<file path="config.mk">
export PLATFORM = sky130hd
export DESIGN_NAME = greedy_word_wrap_core_flat
export DESIGN_NICKNAME = d
export VERILOG_FILES = /design/src/sv/gww_pkg.sv /design/src/sv/gww_in_if.sv /design/src/sv/gww_out_if.sv /design/src/sv/gww_cfg_if.sv /design/src/sv/gww_ctrl.sv /design/src/sv/gww_datapath.sv /design/src/sv/greedy_word_wrap_core.sv /design/src/flat_wrapper.sv
export SDC_FILE = /design/constraint.sdc
export NUM_CORES = 1
export LEC_CHECK = 0
export BUFFER_PORTS_ARGS = -buffer_cell sky130_fd_sc_hd__buf_2
export CELL_PAD_IN_SITES_DETAIL_PLACEMENT = 0
export CELL_PAD_IN_SITES_GLOBAL_PLACEMENT = 1
export CORE_MARGIN = 4
export CORE_UTILIZATION = 40
export CTS_BUF_LIST = sky130_fd_sc_hd__clkbuf_16
export CTS_CLUSTER_DIAMETER = 50
export DETAILED_ROUTE_END_ITERATION = 12
export GPL_ROUTABILITY_DRIVEN = 0
export PLACE_DENSITY_LB_ADDON = 0.1
export SLEW_MARGIN = 10
export SYNTH_ARGS = -nofsm -noshare
export SYNTH_HDL_FRONTEND = slang
export SYNTH_SLANG_ARGS = --single-unit
</file>
<file path="constraint.sdc">
create_clock -name clk -period 11.3 [get_ports clk]
set_clock_uncertainty 0.2 [all_clocks]
set_input_delay 3.39 -clock clk [delete_from_list [all_inputs] [get_ports clk]]
set_output_delay 3.39 -clock clk [all_outputs]
set_load 0.05 [all_outputs]
</file>
<file path="src/sv/gww_pkg.sv">
`timescale 1ns / 1ps

package gww_pkg;

    localparam int CH_W       = 8;
    localparam int WRAP_W     = 6;
    localparam int CAP_W      = 16;
    localparam int CFG_IDX_W  = 2;
    localparam int CFG_DATA_W = 16;

    localparam logic [CFG_IDX_W-1:0] REG_WRAP = 2'd0;
    localparam logic [CFG_IDX_W-1:0] REG_CAP  = 2'd1;

    localparam logic [WRAP_W-1:0] WRAP_RESET = 6'd40;
    localparam logic [CAP_W-1:0]  CAP_RESET  = 16'hFFFF;

    localparam logic [CH_W-1:0] CH_NL  = 8'd10;
    localparam logic [CH_W-1:0] CH_TAB = 8'd9;
    localparam logic [CH_W-1:0] CH_SP  = 8'd32;

    typedef enum logic [1:0] {
        SEL_NL,
        SEL_SP,
        SEL_BUF,
        SEL_CHAR
    } emit_sel_t;

    typedef struct packed {
        logic      load;
        logic      latch_ww;
        logic      buf_wr;
        logic      stream_set;
        logic      stream_clr;
        logic      emit;
        emit_sel_t sel;
        logic      last;
        logic      idx_inc;
        logic      wl_clr;
        logic      mark;
    } cmd_t;

    typedef struct packed {
        logic is_eot;
        logic is_nl;
        logic is_blank;
        logic streaming;
        logic wl_zero;
        logic col_zero;
        logic overflow;
        logic col_full;
        logic buf_last;
        logic out_free;
    } stat_t;

    function automatic logic [WRAP_W-1:0] clamp_width(
        input logic [WRAP_W-1:0] w,
        input logic [WRAP_W-1:0] maxc
    );
        logic [WRAP_W-1:0] r;
        priority if (w == '0)
            r = WRAP_W'(1);
        else if (w > maxc)
            r = maxc;
        else
            r = w;
        return r;
    endfunction

endpackage

</file>
<file path="src/sv/gww_in_if.sv">
`timescale 1ns / 1ps

interface gww_in_if;
    logic                     valid;
    logic                     ready;
    logic [gww_pkg::CH_W-1:0] ch;
    logic                     end_of_text;

    modport source (output valid, output ch, output end_of_text, input ready);
    modport sink (input valid, input ch, input end_of_text, output ready);
endinterface

</file>
<file path="src/sv/gww_out_if.sv">
`timescale 1ns / 1ps

interface gww_out_if;
    logic                     valid;
    logic                     ready;
    logic [gww_pkg::CH_W-1:0] out_char;
    logic                     char_valid;
    logic                     last_of_run;
    logic                     done_res;
    logic                     failed;

    modport source (
        output valid, output out_char, output char_valid, output last_of_run,
        output done_res, output failed, input ready
    );
    modport sink (
        input valid, input out_char, input char_valid, input last_of_run,
        input done_res, input failed, output ready
    );
endinterface

</file>
<file path="src/sv/gww_cfg_if.sv">
`timescale 1ns / 1ps

interface gww_cfg_if;
    logic                           valid;
    logic                           ready;
    logic [gww_pkg::CFG_IDX_W-1:0]  index;
    logic [gww_pkg::CFG_DATA_W-1:0] data;

    modport source (output valid, output index, output data, input ready);
    modport sink (input valid, input index, input data, output ready);
endinterface

</file>
<file path="src/sv/gww_ctrl.sv">
`timescale 1ns / 1ps

module gww_ctrl (
    input  logic           clk,
    input  logic           rst_n,
    input  logic           in_valid,
    output logic           in_ready,
    input  gww_pkg::stat_t stat,
    output gww_pkg::cmd_t  cmd
);
    import gww_pkg::*;

    typedef enum logic [2:0] {
        ST_IDLE,
        ST_SPACE,
        ST_PRE_NL,
        ST_BUF,
        ST_CHAR,
        ST_NLCHAR,
        ST_MARK
    } state_t;

    typedef enum logic [1:0] {
        TAIL_NONE,
        TAIL_NL,
        TAIL_MARK,
        TAIL_CHAR
    } tail_t;

    state_t state_reg, state_next;
    tail_t  tail_reg, tail_next;

    assign in_ready = (state_reg == ST_IDLE);

    always_comb
    begin
        cmd        = '0;
        state_next = state_reg;
        tail_next  = tail_reg;
        unique case (state_reg)
            ST_IDLE:
            begin
                if (in_valid)
                begin
                    cmd.load = 1'b1;
                    priority if (stat.is_eot || stat.is_nl || stat.is_blank)
                    begin
                        cmd.stream_clr = 1'b1;
                        priority if (stat.is_eot)
                            tail_next = TAIL_MARK;
                        else if (stat.is_nl)
                            tail_next = TAIL_NL;
                        else
                            tail_next = TAIL_NONE;
                        if (!stat.wl_zero)
                            state_next = ST_SPACE;
                        else if (stat.is_eot)
                            state_next = ST_MARK;
                        else if (stat.is_nl)
                            state_next = ST_NLCHAR;
                        else
                            state_next = ST_IDLE;
                    end
                    else if (stat.streaming)
                    begin
                        state_next = ST_CHAR;
                    end
                    else
                    begin
                        cmd.latch_ww = stat.wl_zero;
                        priority if (stat.col_zero)
                        begin
                            cmd.stream_set = 1'b1;
                            state_next     = ST_CHAR;
                        end
                        else if (stat.overflow)
                        begin
                            cmd.stream_set = 1'b1;
                            tail_next      = TAIL_CHAR;
                            state_next     = ST_PRE_NL;
                        end
                        else
                        begin
                            cmd.buf_wr = 1'b1;
                        end
                    end
                end
            end
            ST_SPACE:
            begin
                if (stat.out_free)
                begin
                    cmd.emit   = 1'b1;
                    cmd.sel    = SEL_SP;
                    state_next = ST_BUF;
                end
            end
            ST_PRE_NL:
            begin
                if (stat.out_free)
                begin
                    cmd.emit   = 1'b1;
                    cmd.sel    = SEL_NL;
                    state_next = stat.wl_zero ? ST_CHAR : ST_BUF;
                end
            end
            ST_BUF:
            begin
                if (stat.out_free)
                begin
                    cmd.emit = 1'b1;
                    if (stat.col_full)
                    begin
                        cmd.sel = SEL_NL;
                    end
                    else
                    begin
                        cmd.sel     = SEL_BUF;
                        cmd.idx_inc = 1'b1;
                        if (stat.buf_last)
                        begin
                            cmd.wl_clr = 1'b1;
                            cmd.last   = (tail_reg == TAIL_NONE);
                            unique case (tail_reg)
                                TAIL_NONE: state_next = ST_IDLE;
                                TAIL_NL:   state_next = ST_NLCHAR;
                                TAIL_MARK: state_next = ST_MARK;
                                TAIL_CHAR: state_next = ST_CHAR;
                                default:   state_next = ST_IDLE;
                            endcase
                        end
                    end
                end
            end
            ST_CHAR:
            begin
                if (stat.out_free)
                begin
                    cmd.emit = 1'b1;
                    if (stat.col_full)
                    begin
                        cmd.sel = SEL_NL;
                    end
                    else
                    begin
                        cmd.sel    = SEL_CHAR;
                        cmd.last   = 1'b1;
                        state_next = ST_IDLE;
                    end
                end
            end
            ST_NLCHAR:
            begin
                if (stat.out_free)
                begin
                    cmd.emit   = 1'b1;
                    cmd.sel    = SEL_NL;
                    cmd.last   = 1'b1;
                    state_next = ST_IDLE;
                end
            end
            ST_MARK:
            begin
                if (stat.out_free)
                begin
                    cmd.mark   = 1'b1;
                    state_next = ST_IDLE;
                end
            end
            default:
            begin
                state_next = ST_IDLE;
            end
        endcase
    end

    always_ff @(posedge clk or negedge rst_n)
    begin
        if (!rst_n)
        begin
            state_reg <= ST_IDLE;
            tail_reg  <= TAIL_NONE;
        end
        else
        begin
            state_reg <= state_next;
            tail_reg  <= tail_next;
        end
    end

endmodule

</file>
<file path="src/sv/gww_datapath.sv">
`timescale 1ns / 1ps

module gww_datapath #(
    parameter int COL_LIMIT = 40
) (
    input  logic                           clk,
    input  logic                           rst_n,
    input  logic [gww_pkg::CH_W-1:0]       in_ch,
    input  logic                           in_eot,
    input  logic                           cfg_we,
    input  logic [gww_pkg::CFG_IDX_W-1:0]  cfg_index,
    input  logic [gww_pkg::CFG_DATA_W-1:0] cfg_data,
    input  gww_pkg::cmd_t                  cmd,
    output gww_pkg::stat_t                 stat,
    input  logic                           out_ready,
    output logic                           out_valid,
    output logic [gww_pkg::CH_W-1:0]       out_char,
    output logic                           out_char_valid,
    output logic                           out_last,
    output logic                           out_done,
    output logic                           out_failed
);
    import gww_pkg::*;

    localparam int CW = $clog2(COL_LIMIT + 1);
    localparam int AW = (COL_LIMIT > 1) ? $clog2(COL_LIMIT) : 1;
    localparam logic [WRAP_W-1:0] MAX_W = WRAP_W'(COL_LIMIT);

    logic [WRAP_W-1:0] wrap_reg;
    logic [CAP_W-1:0]  cap_reg;
    logic [CH_W-1:0]   ch_reg;
    logic              eot_reg;
    logic [CW-1:0]     col_reg;
    logic [CW-1:0]     wl_reg;
    logic [CW-1:0]     idx_reg;
    logic [CW-1:0]     idx_next;
    logic [CW-1:0]     ww_reg;
    logic              stream_reg;
    logic [CAP_W-1:0]  count_reg;
    logic              fail_reg;
    logic [CH_W-1:0]   rd_reg;
    logic [CH_W-1:0]   store [COL_LIMIT];

    logic              out_valid_reg;
    logic [CH_W-1:0]   out_char_reg;
    logic              out_cv_reg;
    logic              out_last_reg;
    logic              out_done_reg;
    logic              out_failed_reg;

    logic [CW-1:0]     eff_w;
    logic [CW-1:0]     ww_cur;
    logic              can_emit;
    logic              near_cap;
    logic [CH_W-1:0]   emit_char;

    assign eff_w  = CW'(clamp_width(wrap_reg, MAX_W));
    assign ww_cur = (wl_reg == '0) ? eff_w : ww_reg;

    assign can_emit = !fail_reg && (count_reg < cap_reg);
    assign near_cap = ({1'b0, count_reg} + (CAP_W + 1)'(1)) >= {1'b0, cap_reg};

    assign idx_next = cmd.wl_clr  ? '0 :
                      cmd.idx_inc ? idx_reg + CW'(1) : idx_reg;

    always_comb
    begin
        unique case (cmd.sel)
            SEL_NL:   emit_char = CH_NL;
            SEL_SP:   emit_char = CH_SP;
            SEL_BUF:  emit_char = rd_reg;
            SEL_CHAR: emit_char = ch_reg;
            default:  emit_char = CH_NL;
        endcase
    end

    always_comb
    begin
        stat.is_eot    = in_eot;
        stat.is_nl     = (in_ch == CH_NL);
        stat.is_blank  = (in_ch == CH_SP) || (in_ch == CH_TAB);
        stat.streaming = stream_reg;
        stat.wl_zero   = (wl_reg == '0);
        stat.col_zero  = (col_reg == '0);
        stat.overflow  = ({2'b00, col_reg} + {2'b00, wl_reg} + (CW + 2)'(2))
                         > {2'b00, ww_cur};
        stat.col_full  = (col_reg >= ww_reg);
        stat.buf_last  = ({1'b0, idx_reg} + (CW + 1)'(1)) == {1'b0, wl_reg};
        stat.out_free  = !out_valid_reg || out_ready;
    end

    always_ff @(posedge clk)
    begin
        if (cmd.buf_wr)
            store[wl_reg[AW-1:0]] <= in_ch;
        rd_reg <= store[idx_next[AW-1:0]];
        if (cmd.load)
        begin
            ch_reg  <= in_ch;
            eot_reg <= in_eot;
        end
        if (cmd.emit && can_emit)
        begin
            out_char_reg   <= emit_char;
            out_cv_reg     <= 1'b1;
            // end-of-text items always close with the completion marker
            out_last_reg   <= cmd.last || (near_cap && !eot_reg);
            out_done_reg   <= 1'b0;
            out_failed_reg <= 1'b0;
        end
        else if (cmd.mark)
        begin
            out_char_reg   <= '0;
            out_cv_reg     <= 1'b0;
            out_last_reg   <= 1'b1;
            out_done_reg   <= 1'b1;
            out_failed_reg <= fail_reg;
        end
    end

    always_ff @(posedge clk or negedge rst_n)
    begin
        if (!rst_n)
        begin
            wrap_reg      <= WRAP_RESET;
            cap_reg       <= CAP_RESET;
            col_reg       <= '0;
            wl_reg        <= '0;
            idx_reg       <= '0;
            ww_reg        <= CW'(clamp_width(WRAP_RESET, MAX_W));
            stream_reg    <= 1'b0;
            count_reg     <= '0;
            fail_reg      <= 1'b0;
            out_valid_reg <= 1'b0;
        end
        else
        begin
            if (cfg_we)
            begin
                unique case (cfg_index)
                    REG_WRAP: wrap_reg <= cfg_data[WRAP_W-1:0];
                    REG_CAP:  cap_reg  <= cfg_data[CAP_W-1:0];
                    default:  ;
                endcase
            end

            idx_reg <= idx_next;

            if (cmd.latch_ww)
                ww_reg <= eff_w;
            if (cmd.stream_set)
                stream_reg <= 1'b1;
            else if (cmd.stream_clr)
                stream_reg <= 1'b0;
            if (cmd.buf_wr)
                wl_reg <= wl_reg + CW'(1);
            else if (cmd.wl_clr)
                wl_reg <= '0;

            if (cmd.emit)
            begin
                col_reg <= (cmd.sel == SEL_NL) ? '0 : col_reg + CW'(1);
                if (can_emit)
                    count_reg <= count_reg + CAP_W'(1);
                else
                    fail_reg <= 1'b1;
            end

            if (cmd.mark)
            begin
                col_reg    <= '0;
                wl_reg     <= '0;
                idx_reg    <= '0;
                stream_reg <= 1'b0;
                count_reg  <= '0;
                fail_reg   <= 1'b0;
            end

            if ((cmd.emit && can_emit) || cmd.mark)
                out_valid_reg <= 1'b1;
            else if (out_ready)
                out_valid_reg <= 1'b0;
        end
    end

    assign out_valid      = out_valid_reg;
    assign out_char       = out_char_reg;
    assign out_char_valid = out_cv_reg;
    assign out_last       = out_last_reg;
    assign out_done       = out_done_reg;
    assign out_failed     = out_failed_reg;

endmodule

</file>
<file path="src/sv/greedy_word_wrap_core.sv">
`timescale 1ns / 1ps

// Channel    Dir  Payload                                           Transfer when
// text_in    in   ch[7:0], end_of_text                              valid && ready
// text_out   out  out_char[7:0], char_valid, last_of_run,
//                 done_res, failed                                  valid && ready
// cfg        in   index[1:0], data[15:0]                            valid && ready
//
// An item is taken while idle, then each output byte or marker is issued in turn,
// bytes dropped past capacity included; a word byte that is buffered or a blank with
// no pending word finishes in the accept cycle.
// Flushing a buffered word issues a space or line break, then its bytes with any
// breaks inserted, read one byte a cycle from the buffer unless text_out stalls.
// A stalled text_out holds the sequencer; the output register frees a slot.
// Reset is asynchronous; the word buffer is not cleared.

module greedy_word_wrap_core #(
    parameter int COL_LIMIT = 40
) (
    input logic     clk,
    input logic     rst_n,
    gww_in_if.sink  text_in,
    gww_out_if.source text_out,
    gww_cfg_if.sink cfg
);
    import gww_pkg::*;

    cmd_t  cmd;
    stat_t stat;

    assign cfg.ready = 1'b1;

    gww_ctrl u_ctrl (
        .clk      (clk),
        .rst_n    (rst_n),
        .in_valid (text_in.valid),
        .in_ready (text_in.ready),
        .stat     (stat),
        .cmd      (cmd)
    );

    gww_datapath #(
        .COL_LIMIT (COL_LIMIT)
    ) u_datapath (
        .clk            (clk),
        .rst_n          (rst_n),
        .in_ch          (text_in.ch),
        .in_eot         (text_in.end_of_text),
        .cfg_we         (cfg.valid),
        .cfg_index      (cfg.index),
        .cfg_data       (cfg.data),
        .cmd            (cmd),
        .stat           (stat),
        .out_ready      (text_out.ready),
        .out_valid      (text_out.valid),
        .out_char       (text_out.out_char),
        .out_char_valid (text_out.char_valid),
        .out_last       (text_out.last_of_run),
        .out_done       (text_out.done_res),
        .out_failed     (text_out.failed)
    );

endmodule

</file>
<file path="src/flat_wrapper.sv">
// flat-port wrapper written by rule: the top's interface ports become plain ports
module greedy_word_wrap_core_flat import gww_pkg::*;
#(
    parameter int COL_LIMIT = 40
)
  (clk, rst_n, text_in_valid, text_in_ch, text_in_end_of_text, text_in_ready, text_out_valid, text_out_out_char, text_out_char_valid, text_out_last_of_run, text_out_done_res, text_out_failed, text_out_ready, cfg_valid, cfg_index, cfg_data, cfg_ready);
  gww_in_if text_in_i ();
  gww_out_if text_out_i ();
  gww_cfg_if cfg_i ();
  input logic clk;
  input logic rst_n;
  input wire logic [$bits(text_in_i.valid)-1:0] text_in_valid;
  input wire logic [$bits(text_in_i.ch)-1:0] text_in_ch;
  input wire logic [$bits(text_in_i.end_of_text)-1:0] text_in_end_of_text;
  output wire logic [$bits(text_in_i.ready)-1:0] text_in_ready;
  output wire logic [$bits(text_out_i.valid)-1:0] text_out_valid;
  output wire logic [$bits(text_out_i.out_char)-1:0] text_out_out_char;
  output wire logic [$bits(text_out_i.char_valid)-1:0] text_out_char_valid;
  output wire logic [$bits(text_out_i.last_of_run)-1:0] text_out_last_of_run;
  output wire logic [$bits(text_out_i.done_res)-1:0] text_out_done_res;
  output wire logic [$bits(text_out_i.failed)-1:0] text_out_failed;
  input wire logic [$bits(text_out_i.ready)-1:0] text_out_ready;
  input wire logic [$bits(cfg_i.valid)-1:0] cfg_valid;
  input wire logic [$bits(cfg_i.index)-1:0] cfg_index;
  input wire logic [$bits(cfg_i.data)-1:0] cfg_data;
  output wire logic [$bits(cfg_i.ready)-1:0] cfg_ready;
  assign text_in_i.valid = text_in_valid;
  assign text_in_i.ch = text_in_ch;
  assign text_in_i.end_of_text = text_in_end_of_text;
  assign text_in_ready = text_in_i.ready;
  assign text_out_valid = text_out_i.valid;
  assign text_out_out_char = text_out_i.out_char;
  assign text_out_char_valid = text_out_i.char_valid;
  assign text_out_last_of_run = text_out_i.last_of_run;
  assign text_out_done_res = text_out_i.done_res;
  assign text_out_failed = text_out_i.failed;
  assign text_out_i.ready = text_out_ready;
  assign cfg_i.valid = cfg_valid;
  assign cfg_i.index = cfg_index;
  assign cfg_i.data = cfg_data;
  assign cfg_ready = cfg_i.ready;
  greedy_word_wrap_core #(.COL_LIMIT(COL_LIMIT)) u_core (.clk(clk), .rst_n(rst_n), .text_in(text_in_i), .text_out(text_out_i), .cfg(cfg_i));
endmodule
</file>
* Word level (Yosys, flattened, before mapping) *
Memory sizes are Yosys's and may differ from the RTL's. A register that Yosys moved wholly into a read port is not among the register bits.
Index checks and enable logic that the tools add are counted.

word-level totals
  register bits after elaboration = 91
  input bits = 32
  output and inout port bits = 15
  memories kept = 1
  memory bits (writable) = 320
  logic and storage cells = 176

memories
  memory                   depth  bits a word  read ports  clocked after memory_dff  write ports  RTL line            source
  u_core.u_datapath.store  40     8            1           1                         1            gww_datapath.sv:42  logic [CH_W-1:0] store [COL_LIMIT];

cells by class
  $add $sub $neg = 8
  $lt $le $gt $ge = 5
  reductions and logical operators = 33
  eq/ne operators = 30
  multiplexer cells = 80

operator list
  kind                                                    count
  two-way mux 6 bit                                       13
  two-way mux 3 bit                                       22
  two-way mux 16 bit                                      3
  one-hot mux 8 bit (4 select lines)                      1
  two-way mux 1 bit                                       23
  adder 6 x 1 -> 6 bit (second input constant)            3
  zero test 6 bit                                         3
  one-hot mux 3 bit (6 select lines)                      1
  adder 16 x 1 -> 17 bit (second input constant)          1
  >= comparator 17 x 16 -> 1 bit                          1
  adder 16 x 1 -> 16 bit (second input constant)          1
  equality test 8 x 4 -> 1 bit (second input constant)    2
  less-than comparator 16 bit                             1
  two-way mux 2 bit                                       8
  two-way mux 8 bit                                       2
  one-hot mux 3 bit (5 select lines)                      1
  inequality test 2 x 1 -> 1 bit (second input constant)  7
  one-hot mux 3 bit (4 select lines)                      1
  two-way mux 5 bit                                       2
  inequality test 2 bit (second input constant)           5
  AND reduction 10 bit                                    1
  nonzero test 2 bit                                      5
  equality test 3 bit (second input constant)             3
  adder 7 x 2 -> 8 bit (second input constant)            1
  other kinds (23)                                        45

* Longest topological paths before layout *
Gate-level depths: netlist (run 1).

  depth in word-level cells = 14
  mapped depth = 19

* By module *
A second synthesis (run 1) with hierarchy kept.

second synthesis, totals
  cells, all modules = 1928
  area total of the unflattened synthesis = 21770.9 µm²

modules (own cells, without submodules)
  module                 cells an instance  area each (µm²)  times used  seq. area each (µm²)
  gww_datapath           1845               21176.6          1           12021.5
  gww_ctrl               81                 583.1            1           125.1
  greedy_word_wrap_core  2                  11.3             1           0.0

* Worst setup path before layout (run 1) *
OpenSTA, ideal clock, no wires.

  path kind = input to register
  from = input text_out_ready
  to = register u_core.u_datapath.rd_reg[0] (read register of u_core.u_datapath.store)
  data arrival time = 5.654 ns
  required time = 11.030 ns
  slack = 5.376 ns
  stages = 12
  path through = nor2b_1 -> a2111oi_4 -> o21ai_1 -> nor2_1 -> a21o_1 -> buf_2 -> clkbuf_1 -> nand2_1 -> a32oi_1 -> o22ai_1 -> or4_1 -> a21oi_1

on the way
  cells in the longest elaborated chain, start to end = 5

ends and longest elaborated chain
  element              RTL line            source
  start: declaration   flat_wrapper.sv:22  input wire logic [$bits(text_out_i.ready)-1:0] text_out_ready;
  logical OR 1 bit *   gww_datapath.sv:89  stat.out_free = !out_valid_reg || out_ready;
  two-way mux 6 bit *  gww_ctrl.sv:109     if (stat.out_free)
  two-way mux 2 bit *  gww_ctrl.sv:40      unique case (state_reg)
  two-way mux 6 bit    gww_datapath.sv:64  cmd.idx_inc ? idx_reg + CW'(1) : idx_reg;
  two-way mux 6 bit *  gww_datapath.sv:63  assign idx_next = cmd.wl_clr ? '0 :
  end: declaration     gww_datapath.sv:41  logic [CH_W-1:0] rd_reg;

Mark *: on every way between the ends. The rest lies on a longest branch, timed or not.
A chain may end at the register's enable or synchronous reset.

* Worst setup path after layout (run 1) *
  from = input text_out_ready
  to = register u_core.u_datapath.rd_reg[4] (read register of u_core.u_datapath.store)

The elaborated chain is that of the path after synthesis.

==> results of run 1 <==
[logic make-up (layout without fill, tap and decap cells)]
| logic type | count (synthesis) | in the layout |
|---|---|---|
| xor gates and xnor gates | 23 | 23 |
| DFF | 419 | 419 |
| other | 1 | 2 |
| and+or+nand+nor | 567 | 567 |
| adders and majority gates | 62 | 62 |
| AOI/OAI and AO/OA | 346 | 346 |
| buffers and inverters | 132 | 206 |
| muxes | 30 | 30 |
[per-layer routing]
metal / vias to the layer above / GRT usage / part of all wire
met4: 0 / 0.0620 / 0.025
met1: 6372 / 0.288 / 0.46
met5: - / 0 / 0
li1: 5956 / - / -
met2: 327 / 0.324 / 0.47
met3: 85 / 0.0296 / 0.050
[power breakdown]
group | leakage, nW | switching [mW] | total [mW] | internal, mW
Sequential | 4.01 | 0.112 | 1.91 | 1.79
Clock | 0.920 | 0.693 | 1.79 | 1.10
Combinational | 3.11 | 0.810 | 1.20 | 0.395
[cells in the final DEF, fill, tap and decap left out, drive strengths merged, types with 9 or more instances in the layout]
cell	n
ha	61
o21a	9
edfxtp	338
nor3	13
dfrtp	50
a311oi	17
nand3	48
a32oi	66
and3	21
nand2b	14
mux2	27
xnor2	13
o21ai	37
buf	66
clkbuf	53
or4	9
dfstp	20
nor2	86
a21o	23
nand2	321
inv	58
nor2b	13
dfxtp	11
o22ai	33
a21oi	108
clkinv	13
bufinv	10
[worst max-delay path: cells and delay by family]
kind,cells,cell delay (ps)
and+or+nand+nor,4,1600
buffers and inverters,3,1210
AOI/OAI and AO/OA,6,1500
[cell type report]
| class | instances | area, um2 |
|---|---|---|
| diodes | 1 | 2.50 |
| clock buffers | 53 | 1330 |
| clock inverters | 44 | 542 |
| fillers | 4247 | 25100 |
| inverters | 43 | 161 |
| multi-input cells | 1029 | 6250 |
| flip-flops and latches | 419 | 12100 |
| well taps | 607 | 759 |
| repair buffers | 66 | 385 |
[stage by stage]
| step | instance area, um2 | hold slack [ps] | power [mW] | worst slack [ps] |
|---|---|---|---|---|
| after detailed placement | 19700 | 239 | 3.15 | 3270 |
| after global routing | 21600 | 278 | 5.16 | 3550 |
| final | 21600 | 245 | 4.90 | 3880 |
| after global placement | 19700 | 230 | 3.14 | 3390 |
| after floorplan | 18900 | 268 | 2.77 | 5380 |
| after CTS | 21600 | 248 | 4.95 | 3900 |
[worst min path at each step]
stage / start / endpoint / cells after the start
after CTS: u_core.u_datapath.out_char_valid / u_core.u_datapath.out_char_valid / 2
after floorplan: u_core.u_datapath.ww_reg[3] / u_core.u_datapath.ww_reg[3] / 2
final: u_core.u_datapath.out_char_valid / u_core.u_datapath.out_char_valid / 2
after global placement: u_core.u_datapath.out_char_valid / u_core.u_datapath.out_char_valid / 2
after global routing: u_core.u_datapath.out_char_valid / u_core.u_datapath.out_char_valid / 2
after detailed placement: u_core.u_datapath.out_char_valid / u_core.u_datapath.out_char_valid / 2
==> Implementation_results.wiki, run 1 <==
{| class="wikitable"
! Metric !! Value
|-
| Sequential-to-total area share from yosys stat || 0.641
|-
| Post-detailed-route DRC marker count || 0
|-
| Count of placed standard cells in the final layout, fillers left out || 2262
|-
| CTS root buffer || sky130_fd_sc_hd__clkbuf_16
|-
| CP startpoint || text_out_ready
|-
| Critical path class || input pin to flop
|-
| Most numerous cell types in the synthesized netlist || sky130_fd_sc_hd__edfxtp_1 (338), sky130_fd_sc_hd__nand2_1 (320), sky130_fd_sc_hd__a21oi_1 (107), sky130_fd_sc_hd__nor2_1 (86), sky130_fd_sc_hd__a32oi_1 (66)
|-
| Number of flops mapped to enable cells by yosys || 338
|-
| Achievable Freq || 135 MHz
|-
| Sinks on Clock Net || 419
|-
| Compound-cell area share of the yosys netlist || 0.125
|-
| Routed wire length || 51.6 mm
|-
| Synthesized area per cell || 12.0 um2
|-
| Worst slew margin relative to its limit || 0.227
|-
| Register-to-Register Setup Slack || 4810 ps
|-
| Crit. End Element || flop
|-
| Final core utilization || 0.462
|-
| Post-Synthesis Cell Area || 0.0189 mm2
|-
| Width of the die || 226 um
|-
| Number of synthesized register bits || 419
|-
| Buffer depth of the longest clock path || 3
|-
| Arrival @ worst endpoint || 7750 ps
|-
| Leading area contributor after synthesis || sky130_fd_sc_hd__edfxtp_1
|-
| Stage delay of the slowest cell on the critical path || 870 ps
|-
| Initial drt markers || 1132
|-
| FFs w/ async S/R, synth || 0.167
|-
| Yosys cell types || 73
|-
| Detailed-routing iteration count for the pre-antenna-repair pass || 5
|-
| Least-Margin Pin Slew || 1150 ps
|-
| Post-cts resize count || 0
|-
| Count leader, synth || sky130_fd_sc_hd__edfxtp_1
|-
| Final max-slew violation count || 0
|-
| Crit-path cells || buf_2 -> nor2b_1 -> a2111oi_4 -> o21ai_1 -> buf_4 -> and2_1 -> a21o_4 -> buf_4 -> nand2_1 -> a32oi_1 -> o22ai_1 -> or4_1 -> a21oi_1
|-
| Worst r2r dst || u_core.u_datapath.store[30][2]
|-
| Die Area || 0.0509 mm2
|-
| Share of synthesized area spent on multiplexers || 0.0176
|-
| Total Nets Final || 1705
|-
| CTS HTree Levels || 2
|-
| Final Critical Period || 7420 ps
|-
| Area added between synthesis and finish || 13.9%
|-
| Post-CTS Setup Bufs || 0
|-
| Worst EP required || 11630 ps
|-
| # port buffers || 45
|-
| Final setup violation count || 0
|-
| WL per Instance || 22.8 um
|-
| Final worst path period share || 0.657
|-
| Predominant post-synthesis flop cell || sky130_fd_sc_hd__edfxtp_1
|-
| Static Leakage || 8.04 nW
|-
| Top area cells in the synthesized netlist || sky130_fd_sc_hd__edfxtp_1 (54%), sky130_fd_sc_hd__dfrtp_1 (6.6%), sky130_fd_sc_hd__nand2_1 (6.3%), sky130_fd_sc_hd__ha_1 (4.0%), sky130_fd_sc_hd__a32oi_1 (3.1%)
|-
| CP max stage cell || sky130_fd_sc_hd__buf_4
|-
| Vias per cell || 5.63
|-
| I/O pin cnt || 47
|-
| Vias || 12.7k
|-
| Count of standard-cell rows || 79
|-
| Last element of the critical path || u_core.u_datapath.rd_reg[4]
|-
| Vias in the first global route || 12.5k
|-
| Share of post-route cells with drive strength above 1 || 0.128
|-
| Power density over the cells || 227 mW/mm2
|-
| Number of buffers created by CTS || 52
|-
| Depth of the worst register-to-register path || 15
|-
| Main combinational cell family by area after synthesis || simple AND/OR/NAND/NOR gates
|-
| Number of flip-flops in the largest register || 320
|-
| Initial antenna violation count || 0
|-
| Startpoint of the worst register-to-register path || u_core.u_datapath.wl_reg[4]
|-
| Number of cells produced by synthesis || 1580
|-
| Number of hold-repair buffers added at the cts stage || 0
|-
| Remaining global-route overflow || 0
|-
| Proportion of netlist area held by the largest area contributor || 0.536
|-
| Cells after DPL || 2164
|-
| Floorplan Core Area || 0.0467 mm2
|-
| Startpoint type of the worst setup path || input pin
|-
| Maximum fanout encountered on the critical timing path || 88
|-
| Height of the die || 226 um
|-
| Initial Util || 0.406
|-
| Most common cell on crit path || sky130_fd_sc_hd__buf_4
|-
| Maximum capacitance violations || 0
|-
| Fraction of synthesized cell area in xor and xnor cells || 0.0121
|-
| TritonCTS clock tree || done
|-
| Half-perimeter wire length of the detailed placement result || 32.6 mm
|-
| Pin count of the biggest net entering global routing || 89
|-
| Synth Area in Adders || 0.0414
|-
| Number of warnings printed during yosys synthesis || 0
|-
| Classification of the worst-slack hold path || flop to flop
|-
| Final hold violation count || 0
|-
| Worst-case vdd ir drop || 0.116 mV
|-
| Unrepaired setup endpoints after global routing || no
|-
| Simple logic cell fraction of the synthesized area || 0.132
|-
| Post-synthesis net count || 1674
|-
| Worst-skew pair later-pin latency || 600 ps
|-
| Global router's overall resource usage || 0.202
|-
| Final total negative setup slack || 0 ps
|-
| ANT nets after route || 0
|-
| Clock-pin slew of the registers on the worst-case setup and hold paths || 60 ps
|-
| First-pass GRT wire length || 78.8 mm
|-
| Outcome || complete, no violations
|}
Note: power is estimated with default switching activity, not from simulation.
==> inputs of run 2 (changes only) <==
==> constraint.sdc (replaced) <==
create_clock -name clk -period 7.6 [get_ports clk]
set_clock_uncertainty 0.2 [all_clocks]
set_input_delay 2.28 -clock clk [delete_from_list [all_inputs] [get_ports clk]]
set_output_delay 2.28 -clock clk [all_outputs]
set_load 0.05 [all_outputs]
==> Implementation_results.wiki, run 2 (synthesized netlist as in run 1, its figures left out) <==
{| class="wikitable"
! Metric !! Value
|-
| Crit-path cells || buf_2 -> nor2b_1 -> buf_4 -> a2111oi_4 -> o21ai_1 -> buf_4 -> nor2_1 -> a21o_4 -> buf_12 -> buf_4 -> nand2_1 -> a32oi_1 -> o22ai_1 -> or4_1 -> a21oi_1
|-
| Share of post-route cells with drive strength above 1 || 0.144 (+0.0164)
|-
| Final hold violation count || 0 (unchanged)
|-
| CP bufs+invs || 5 (+2)
|-
| Routed wire length || 51.8 mm (+0.46%)
|-
| Worst EP required || 7930 ps (-3700 ps)
|-
| Storage element area || 0.0121 mm2 (unchanged)
|-
| Number of hold-repair buffers added at the cts stage || 0 (unchanged)
|-
| Crit. End Element || flop
|-
| TritonCTS clock tree || done
|-
| Pin count of the biggest net entering global routing || 97 (+9.0%)
|-
| Startpoint type of the worst setup path || input pin
|-
| Initial drt markers || 1118 (-1.2%)
|-
| Final setup violation count || 0 (unchanged)
|-
| Multi-input gate area || 0.00625 mm2 (unchanged)
|-
| Worst-case vdd ir drop || 0.194 mV (+68%)
|-
| CTS root buffer || sky130_fd_sc_hd__clkbuf_16
|-
| Least-Margin Pin Slew || 1270 ps (+124 ps)
|-
| CP max stage cell || sky130_fd_sc_hd__a21o_4
|-
| Family with the most delay on the worst path || compound AO/OA/AOI/OAI gates
|-
| Width of the die || 226 um (unchanged)
|-
| Vias in the first global route || 12.5k (+0.64%)
|-
| Sinks on Clock Net || 419 (unchanged)
|-
| Floorplan Core Area || 0.0467 mm2 (unchanged)
|-
| Die Area || 0.0509 mm2 (unchanged)
|-
| Final max-slew violation count || 0 (unchanged)
|-
| Final Critical Period || 5690 ps
|-
| Register-to-Register Setup Slack || 2000 ps (-2810 ps)
|-
| Detailed-routing iteration count for the pre-antenna-repair pass || 5 (unchanged)
|-
| I/O pin cnt || 47 (unchanged)
|-
| Worst r2r dst || u_core.u_datapath.store[24][2]
|-
| Endpoint of the worst hold-timing path || u_core.u_datapath.out_char_valid
|-
| Unrepaired setup endpoints after global routing || no
|-
| Maximum capacitance violations || 0 (unchanged)
|-
| Vias per cell || 5.58 (-0.89%)
|-
| Total power after layout || 7.11 mW (+45%)
|-
| Hold_ws || 240 ps (-4.67 ps)
|-
| Buffer depth of the longest clock path || 3 (unchanged)
|-
| # port buffers || 45 (unchanged)
|-
| WL per Instance || 22.6 um (-0.99%)
|-
| Post-detailed-route DRC marker count || 0 (unchanged)
|-
| Classification of the worst-slack hold path || flop to flop
|-
| Area added between synthesis and finish || 14.7%
|-
| Worst-skew pair later-pin latency || 600 ps (about the same)
|-
| Stage delay of the slowest cell on the critical path || 800 ps (-70 ps)
|-
| Critical path class || input pin to flop
|-
| Total Nets Final || 1739 (+2.0%)
|-
| Height of the die || 226 um (unchanged)
|-
| Number of flip-flops in the largest register || 320 (unchanged)
|-
| Clock-pin slew of the registers on the worst-case setup and hold paths || 60 ps (about the same)
|-
| Worst slew margin relative to its limit || 0.143 (-0.0842)
|-
| Count of inserted antenna diode cells || 0 (-1)
|-
| Final total negative setup slack || 0 ps (unchanged)
|-
| Maximum fanout encountered on the critical timing path || 96 (+9.1%)
|-
| Worst-case setup slack after placement || 1320 ps (-1960 ps)
|-
| Most common cell on crit path || sky130_fd_sc_hd__buf_4
|-
| Depth of the worst register-to-register path || 16 (+1)
|-
| Achievable Freq || 176 MHz
|-
| Power density over the cells || 327 mW/mm2 (+44%)
|-
| Filler instances || 4262 (+0.35%)
|-
| Commonest cells after routing, fill and taps aside || sky130_fd_sc_hd__edfxtp_1 (338), sky130_fd_sc_hd__nand2_1 (320), sky130_fd_sc_hd__a21oi_1 (107)
|-
| Static Leakage || 8.17 nW (+1.6%)
|-
| Remaining global-route overflow || 0 (unchanged)
|-
| Initial Util || 0.406 (unchanged)
|-
| Post-CTS Setup Bufs || 0 (unchanged)
|-
| ANT nets after route || 0 (unchanged)
|-
| Cell count of the worst hold path || 2 (unchanged)
|-
| Post-cts resize count || 0 (unchanged)
|-
| Hold path startpoint || u_core.u_datapath.out_char_valid
|-
| Final worst path period share || 0.749
|-
| Setup slack after layout || 1910 ps (-1970 ps)
|-
| First-pass GRT wire length || 78.6 mm (-0.26%)
|-
| Global router's overall resource usage || 0.203 (+0.000531)
|-
| Number of buffers created by CTS || 53 (+1.9%)
|-
| Initial antenna violation count || 0 (unchanged)
|-
| CTS HTree Levels || 2 (unchanged)
|-
| Vias || 12.8k (+0.56%)
|-
| Count of standard-cell rows || 79 (unchanged)
|-
| Half-perimeter wire length of the detailed placement result || 33.5 mm (+2.6%)
|-
| Startpoint of the worst register-to-register path || u_core.u_datapath.wl_reg[4]
|-
| Most common cell after layout, fill and taps aside || sky130_fd_sc_hd__edfxtp_1
|-
| Arrival @ worst endpoint || 6020 ps (-1730 ps)
|-
| Outcome || complete, no violations
|}
[run 2: worst register-to-register path: stages (launching register included)]
cell                      delay [ps]
sky130_fd_sc_hd__dfrtp_1         520
sky130_fd_sc_hd__or3_1           600
sky130_fd_sc_hd__or3b_2          720
sky130_fd_sc_hd__nor2_1          180
sky130_fd_sc_hd__a21oi_1          60
sky130_fd_sc_hd__ha_1            290
sky130_fd_sc_hd__nor2b_1         130
sky130_fd_sc_hd__o21a_1          160
sky130_fd_sc_hd__o21a_1          170
sky130_fd_sc_hd__o21a_1          170
sky130_fd_sc_hd__o21ai_0         140
sky130_fd_sc_hd__a32oi_1         150
sky130_fd_sc_hd__nor4_2          300
sky130_fd_sc_hd__buf_4           220
sky130_fd_sc_hd__and2_1          240
sky130_fd_sc_hd__nand2_1         330
sky130_fd_sc_hd__nor2_1          690
[run 2: worst max-delay path by stage]
stage / slack (ps) / cells after the start / from / to
after floorplan: 2540 / 18 / u_core.u_datapath.wl_reg[3] / u_core.u_datapath.store[31][0]
after detailed placement: 1320 / 15 / text_out_ready / u_core.u_datapath.rd_reg[5]
after CTS: 1940 / 15 / text_out_ready / u_core.u_datapath.rd_reg[5]
final: 1910 / 15 / text_out_ready / u_core.u_datapath.rd_reg[5]
after global routing: 1570 / 14 / text_out_ready / u_core.u_datapath.rd_reg[2]
after global placement: 1300 / 15 / text_out_ready / u_core.u_datapath.rd_reg[5]
[run 2: layout make-up]
| class | instances | share of cell area |
|---|---|---|
| clock buffers | 53 | 0.0610 |
| clock inverters | 45 | 0.0179 |
| inverters | 43 | 0.00743 |
| multi-input cells | 1029 | 0.288 |
| flip-flops and latches | 419 | 0.559 |
| well taps | 607 | 0.0350 |
| repair buffers | 99 | 0.0320 |
[run 2: layer usage]
layer  global-route usage  part of all wire  up-vias  wire, um
met1                0.291              0.47     6339     24100
met4               0.0717             0.033        0      1700
met5                    0                 0        -         0
li1                     -                 -     6035         -
met3               0.0318             0.052       94      2710
met2                0.316              0.45      343     23300
[run 2: where the power goes]
part	internal (mW)	switching (mW)	leakage, nW	total (mW)
Combinational	0.626	1.22	3.31	1.84
Clock	1.42	1.02	0.850	2.44
Sequential	2.67	0.159	4.01	2.83
[run 2: per-stage QoR]
step | utilization | cell area, um2 | cells
2_1_floorplan | - | 18900 | 1580
3_3_place_gp | 0.429 | 20000 | 2197
3_5_place_dp | 0.429 | 20000 | 2197
4_1_cts | 0.466 | 21700 | 2295
5_1_grt | 0.466 | 21700 | 2295
6_report | 0.466 | 21700 | 2295
